### src/hdl/wbps_pkg.sv
// Shared types, sizes and register codes of the wildcard byte pattern scanner.
`default_nettype none

package wbps_pkg;

	// Window and pattern sizes
	localparam int MAX_PATTERN = 16;
	localparam int PAT_BYTES   = 16;
	localparam int OFFSET_BITS = 32;
	localparam int ADDR_W      = 64;
	localparam int LEN_W       = 5;
	localparam int CARE_W      = 16;
	localparam int CFG_DATA_W  = 64;
	localparam int CFG_IDX_W   = 3;
	localparam int HELD_W      = $clog2(MAX_PATTERN + 1);
	localparam int WIN_IDX_W   = (MAX_PATTERN > 1) ? $clog2(MAX_PATTERN) : 1;

	// Register indexes on the configuration port
	localparam logic [CFG_IDX_W-1:0] REG_PAT_LOW  = 3'd0;
	localparam logic [CFG_IDX_W-1:0] REG_PAT_HIGH = 3'd1;
	localparam logic [CFG_IDX_W-1:0] REG_CARE     = 3'd2;
	localparam logic [CFG_IDX_W-1:0] REG_LENGTH   = 3'd3;
	localparam logic [CFG_IDX_W-1:0] REG_START    = 3'd4;

	// Byte window, entry 0 newest
	typedef logic [MAX_PATTERN-1:0][7:0] win_t;

	// Pattern bytes, byte 0 lowest
	typedef logic [PAT_BYTES-1:0][7:0] pat_t;

	// Configuration seen by the compare logic
	typedef struct packed {
		pat_t              pattern;
		logic [CARE_W-1:0] care;
		logic [LEN_W-1:0]  length;
		logic [ADDR_W-1:0] start;
	} cfg_t;

endpackage

`default_nettype wire

### src/hdl/wildcard_byte_pattern_scan.sv
// Top level of the wildcard byte pattern scanner: stream ports, state and result register.
`default_nettype none

// The scanner takes one region byte per transaction and reports at most one result per
// region: found with the match address at the first match, or not found on the last byte
// when nothing matched. A byte is held in an input register, is compared with the pattern
// against a 16-byte window and then lands in the result register, so one byte is taken
// every cycle while the result side keeps up. The rate is set by the combinational window
// compare and the 64-bit address add. Bytes after a match are consumed without result until
// the region's last byte clears the state. Configuration may change inside a region, but the
// user must write it only with no transaction in flight; the block does not enforce this.

module wildcard_byte_pattern_scan
	import wbps_pkg::*;
(
	input  var logic                  clk,
	input  var logic                  arst_n,
	// Configuration write port
	input  var logic                  cfg_we,
	input  var logic [CFG_IDX_W-1:0]  cfg_index,
	input  var logic [CFG_DATA_W-1:0] cfg_wdata,
	// Region bytes
	input  var logic                  s_axis_tvalid,
	output logic                      s_axis_tready,
	input  var logic [7:0]            s_axis_tdata,   // [7:0] data_byte
	input  var logic                  s_axis_tlast,   // last_byte
	// Results
	output logic                      m_axis_tvalid,
	input  var logic                  m_axis_tready,
	output logic [ADDR_W-1:0]         m_axis_tdata,   // [63:0] match_address
	output logic                      m_axis_tuser    // [0] found
);

	cfg_t                   cfg_q;
	logic                   s1_valid_s1;
	logic [7:0]             s1_byte_s1;
	logic                   s1_last_s1;
	win_t                   win_q;
	logic [HELD_W-1:0]      held_q;
	logic [OFFSET_BITS-1:0] offset_q;
	logic                   found_q;
	logic                   out_valid_q;
	logic                   out_found_q;
	logic [ADDR_W-1:0]      out_addr_q;

	win_t                   win_next;
	logic [HELD_W-1:0]      held_next;
	logic                   match;
	logic                   proc;
	logic                   emit;
	logic [OFFSET_BITS-1:0] start_off;
	logic [ADDR_W-1:0]      match_addr;

	// Write configuration registers; unknown indexes are dropped
	always_ff @(posedge clk or negedge arst_n) begin
		if (!arst_n) begin
			cfg_q <= '0;
		end else if (cfg_we) begin
			unique case (cfg_index)
				REG_PAT_LOW:  cfg_q.pattern[7:0]  <= cfg_wdata;
				REG_PAT_HIGH: cfg_q.pattern[15:8] <= cfg_wdata;
				REG_CARE:     cfg_q.care          <= cfg_wdata[CARE_W-1:0];
				REG_LENGTH:   cfg_q.length        <= cfg_wdata[LEN_W-1:0];
				REG_START:    cfg_q.start         <= cfg_wdata[ADDR_W-1:0];
				default:      ;
			endcase
		end
	end

	// Advance the held byte when the result register is free or being drained
	assign proc          = s1_valid_s1 && (!out_valid_q || m_axis_tready);
	assign s_axis_tready = !s1_valid_s1 || proc;

	// Shift the new byte into the window and saturate the fill count
	assign win_next  = {win_q[MAX_PATTERN-2:0], s1_byte_s1};
	assign held_next = (int'(held_q) == MAX_PATTERN) ? held_q : held_q + 1'b1;

	wbps_match u_match (
		.window (win_next),
		.held   (held_next),
		.cfg    (cfg_q),
		.match  (match)
	);

	// Match start offset and address
	assign start_off  = offset_q + OFFSET_BITS'(1) - OFFSET_BITS'(cfg_q.length);
	assign match_addr = cfg_q.start + ADDR_W'(start_off);
	assign emit       = !found_q && (match || s1_last_s1);

	// Hold one byte in the input register
	always_ff @(posedge clk or negedge arst_n) begin
		if (!arst_n) begin
			s1_valid_s1 <= 1'b0;
		end else if (s_axis_tready) begin
			s1_valid_s1 <= s_axis_tvalid;
		end
	end

	always_ff @(posedge clk) begin
		if (s_axis_tready && s_axis_tvalid) begin
			s1_byte_s1 <= s_axis_tdata;
			s1_last_s1 <= s_axis_tlast;
		end
	end

	// Update scan state; the last byte clears it for the next region
	always_ff @(posedge clk or negedge arst_n) begin
		if (!arst_n) begin
			win_q    <= '0;
			held_q   <= '0;
			offset_q <= '0;
			found_q  <= 1'b0;
		end else if (proc) begin
			if (s1_last_s1) begin
				win_q    <= '0;
				held_q   <= '0;
				offset_q <= '0;
				found_q  <= 1'b0;
			end else begin
				offset_q <= offset_q + 1'b1;
				if (!found_q) begin
					win_q   <= win_next;
					held_q  <= held_next;
					found_q <= match;
				end
			end
		end
	end

	// Load or drain the result register
	always_ff @(posedge clk or negedge arst_n) begin
		if (!arst_n) begin
			out_valid_q <= 1'b0;
		end else if (proc) begin
			out_valid_q <= emit;
		end else if (m_axis_tready) begin
			out_valid_q <= 1'b0;
		end
	end

	always_ff @(posedge clk) begin
		if (proc && emit) begin
			out_found_q <= match;
			out_addr_q  <= match ? match_addr : '0;
		end
	end

	assign m_axis_tvalid = out_valid_q;
	assign m_axis_tdata  = out_addr_q;
	assign m_axis_tuser  = out_found_q;

	// A region's last byte leaves the scan state empty
	a_last_clears: assert property (@(posedge clk) disable iff (!arst_n)
		proc && s1_last_s1 |=> held_q == '0 && offset_q == '0 && !found_q)
		else $error("scan state not cleared after last byte");

	// A not-found result carries a zero address
	a_notfound_zero: assert property (@(posedge clk) disable iff (!arst_n)
		out_valid_q && !out_found_q |-> out_addr_q == '0)
		else $error("not-found result with nonzero address");

	// The fill count never passes the window depth
	a_held_range: assert property (@(posedge clk) disable iff (!arst_n)
		int'(held_q) <= MAX_PATTERN)
		else $error("window fill count out of range");

	// No result while the region is already matched, except none at all
	a_no_second: assert property (@(posedge clk) disable iff (!arst_n)
		proc && found_q |=> !out_valid_q || $stable(out_addr_q))
		else $error("second result after a match");

	// Stalling the input only happens with a byte held
	a_ready_held: assert property (@(posedge clk) disable iff (!arst_n)
		!s_axis_tready |-> s1_valid_s1 && out_valid_q && !m_axis_tready)
		else $error("input stalled without a held byte");

endmodule

`default_nettype wire

### src/hdl/wbps_match.sv
// Parallel wildcard compare of the newest window bytes against the pattern.
`default_nettype none

module wbps_match
	import wbps_pkg::*;
(
	input  var win_t              window,
	input  var logic [HELD_W-1:0] held,
	input  var cfg_t              cfg,
	output logic                  match
);

	// Compare pattern byte j with the byte that arrived length-1-j bytes ago
	always_comb begin
		logic                 ok;
		logic [WIN_IDX_W-1:0] idx;
		ok  = 1'b1;
		idx = '0;
		if (cfg.length == '0 || int'(cfg.length) > PAT_BYTES ||
				int'(cfg.length) > MAX_PATTERN) begin
			ok = 1'b0;
		end else if (int'(held) < int'(cfg.length)) begin
			ok = 1'b0;
		end else begin
			for (int j = 0; j < PAT_BYTES; j++) begin
				idx = WIN_IDX_W'(int'(cfg.length) - 1 - j);
				if (j < int'(cfg.length) && cfg.care[j] &&
						window[idx] != cfg.pattern[j]) begin
					ok = 1'b0;
				end
			end
		end
		match = ok;
	end

endmodule

`default_nettype wire

### config.mk
export PLATFORM = sky130hd
export DESIGN_NAME = wildcard_byte_pattern_scan
export DESIGN_NICKNAME = d
export VERILOG_FILES = /design/src/hdl/wbps_pkg.sv /design/src/hdl/wildcard_byte_pattern_scan.sv /design/src/hdl/wbps_match.sv
export SDC_FILE = /design/constraint.sdc
export NUM_CORES = 1
export LEC_CHECK = 0
export BUFFER_PORTS_ARGS = -buffer_cell sky130_fd_sc_hd__buf_2
export CORE_MARGIN = 4
export CORE_UTILIZATION = 48
export DETAILED_ROUTE_END_ITERATION = 8
export MAX_ROUTING_LAYER = met4
export SETUP_SLACK_MARGIN = 0.02
export SKIP_CTS_REPAIR_TIMING = 1
export SYNTH_ARGS = -nofsm -noshare
export SYNTH_HDL_FRONTEND = slang
export SYNTH_HIERARCHICAL = 1
export SYNTH_SLANG_ARGS = --single-unit
### constraint.sdc
create_clock -name clk -period 12.7 [get_ports clk]
set_input_delay 2.54 -clock clk [delete_from_list [all_inputs] [get_ports clk]]
set_output_delay 2.54 -clock clk [all_outputs]
set_load 0.01 [all_outputs]
==> metrics.yaml <==
status: "finished, final reports clean"
syn_nets: 2742
period_minus_slack_ns: 7.67
yosys.cell_types.count: 100
slew_viol_final: 0
grt_pass1_wl_um: 146000
dp.cells: 3453
synthesis.area_um2: 29800
path_buf_inv: 5
initial_utilization_pct: 48.3
async_flop_share_pct: 83.4
rsz0062_at_grt: "no"
gp_congestion: 0.980
hold_slack_ns: 0.502
crit_slowest_cell: "buf_4"
detail_route.wl_per_cell_um: 27.2
period_share_pct: 60.4
num_io_pins: 148
die_area_um2: 66100
vias_per_cell: 6.38
ys.flop_type: "dfrtp_1"
drt-met1-wl_um: 42300
ys_seq_elements: 447
hold_path.class: "flop to flop"
grt_max_degree: 90
drt_iter0_markers: 2082
irDropWorstVdd_mv: 0.110
dr_wl_met2_um: 43800
maxSlewHeadroom_pct: 13.4
wl_um: 96800
cp.arrival_ns: 7.91
switching_power_uw: 2630
finalPower_uw: 6420
synth_cells: 2605
ant_nets: 0
cts-buffers-inserted: 51
fp.dieW_um: 257
cp_max_fo: 68
instances_no_fill: 3555
avgSynthCellArea_um2: 11.4
yosys.area.top_type: "dfrtp_1"
end_kind: "flop"
drive_above_1_share_pct: 25.7
setup_viol: 0
clock_power_share_pct: 24.1
finalInstanceArea_um2: 32800
drc: 0
start_kind: "flop"
tns_ns: 0
fillers: 5391
crit_path_max_incr_delay_ns: 0.73
cap_violations: 0
critPathMostFrequentCell: "buf_4"
max_freq_mhz: 130
power_frac_seq_pct: 28.8
yosysMostFrequentCell: "dfrtp_1"
dp_hpwl_um: 72900
synth_area_leaders: "dfrtp_1 31%, mux2_2 10%, mux4_2 8.0%"
worstSkewPairLatency_ns: 0.62
p_int_uw: 3790
cts_tree: "built"
post_dp_cell_area_um2: 31100
wl_met3_um: 6940
critical_path.top_delay_family: "buffers and inverters"
ctsHtreeMaxLevel: 2
synth_edf_count: 74
cts_sinks: 447
routed.top_layer: "met4"
crit_type: "flop to flop"
vias: 22696
tightest_slew_ns: 1.30
antenna_found_initial: 8
ys.warnings.count: 6
leakagePower_uw: 0.0135
finalHoldViolCount: 0
grt_overflow: 0
combPwrFrac_pct: 47.1
cp.required_ns: 12.94
clk_path_buf_depth: 3
netlist.area_leader.share_pct: 31.3
crit_chain: "clkinv_1 > ha_4 > inv_2 > buf_4 > ha_1 > nand2b_1 > o211ai_1 > nand2_1 > mux2i_1 > xnor2_1 > nand4_1 > o221ai_1 > nand4_1 > nor4b_4 > buf_4 > nor2_1 > nor3_2 > buf_4"
synth_commonest_cells: "373 x dfrtp_1, 271 x mux2_2, 233 x mux2i_1, 128 x a22o_1, 124 x xnor2_1"
area_growth_pct: 10.3
grt_pass1_vias: 22011
root_buffer: "clkbuf_16"
core_area_um2: 61600
ys_seq_area_share_pct: 38.8
fin_skew_ns: 0.0163
dieHeight_um: 257
track_usage_pct: 29.5
layout.nets: 2806
powerDensity_nw_per_um2: 196
rows: 91
portBuffers: 147
first_pass_iters: 7
cts.clk_slew.worst_paths_ns: 0.06
p_sw_share_pct: 40.9
cell usage in the layout (no fill, tap or decap), types with 28 or more instances in the layout:
cell type  Yosys  layout
mux2_2       271     271
mux2i_1      233     233
nand3_1       53      53
and2_1        61      61
a21oi_1      100     100
a22o_1       128     128
mux4_2       106     106
inv_1         28      28
ha_1          54      53
nor2_1        62      60
xnor2_1      124     122
nand2_1       92      92
clkbuf_16      0      52
buf_4         14      29
nand4_1       56      56
o21ai_0      122     122
xor2_1        75      75
buf_2         32     146
nor3_1        59      57
or3_1         34      34
dfrtp_1      373     371
edfxtp_1      74      74
path summary, 6_finish.rpt:
check | startpoint | end | slack [ns] | depth (start not counted)
worst max-delay path | cfg_q[64] | m_axis_tdata[56] | 5.03 | 18
worst min-delay path | offset_q[31] | offset_q[31] | 0.50 | 1
worst max register to register | cfg_q[64] | m_axis_tdata[56] | 5.03 | 18
worst min register to register | offset_q[31] | offset_q[31] | 0.50 | 1
max in group asynchronous | arst_n | cfg_q[66] | 8.50 | 3
min in group asynchronous | arst_n | cfg_q[59] | 1.89 | 1
final cells by class:
type / count / area (um^2) / share of cell area (%)
Multi-Input combinational cell: 1960 / 17400 / 52.9
Sequential cell: 447 / 11600 / 35.2
Clock buffer: 76 / 1540 / 4.69
Tap cell: 837 / 1050 / 3.19
Timing Repair Buffer: 176 / 963 / 2.93
Clock inverter: 20 / 221 / 0.674
Inverter: 33 / 124 / 0.377
Antenna cell: 6 / 15.0 / 0.0457
sequential cells by signal, indices dropped and copies added, names as in the netlist, 5 cells and up:
| signal | cells |
|---|---|
| cfg_q | 213 |
| held_q | 5 |
| m_axis_tdata | 64 |
| offset_q | 32 |
| s1_byte_s1 | 8 |
| win_next | 120 |
stage by stage:
| step | worst slack (ns) | utilization (%) |
|---|---|---|
| floorplan | 2.02 | - |
| global placement | 5.04 | 50.4 |
| detailed placement | 5.04 | 50.4 |
| CTS | 5.03 | 53.3 |
| global route | 4.45 | 53.3 |
| finish | 5.03 | 53.3 |
routing by layer:
layer | global-route usage [%] | up-vias
li1 | - | 10099
met3 | 5.53 | 170
met2 | 44.8 | 824
met1 | 40.3 | 11603
met5 | - | -
met4 | 9.93 | 0
power groups by stage:
stage,Combinational [uW],Clock (uW),Sequential (uW)
after detailed placement,2980,0,1870
after floorplan,2250,0,1790
after global routing,3260,1630,1870
final,3020,1550,1850
after global placement,2940,0,1870
after CTS,2990,1570,1850
worst reg2reg max path, stage by stage, from the launching register on:
cell,delay [ns]
dfrtp_4,0.42
clkinv_1,0.23
ha_4,0.49
inv_2,0.30
buf_4,0.73
ha_1,0.50
nand2b_1,0.12
o211ai_1,0.62
nand2_1,0.47
mux2i_1,0.39
xnor2_1,0.17
nand4_1,0.26
o221ai_1,0.52
nand4_1,0.30
nor4b_4,0.37
buf_4,0.48
nor2_1,0.14
nor3_2,0.12
buf_4,0.62
cell families after synthesis:
kind of cell / synth area share [%]
simple gates: 10.6
flops: 38.8
compound gates: 12.2
xor+xnor: 6.06
fa+ha+maj: 2.40
buf+inv: 3.13
mux: 26.8
No activity file was read; power rests on OpenSTA's default activity.
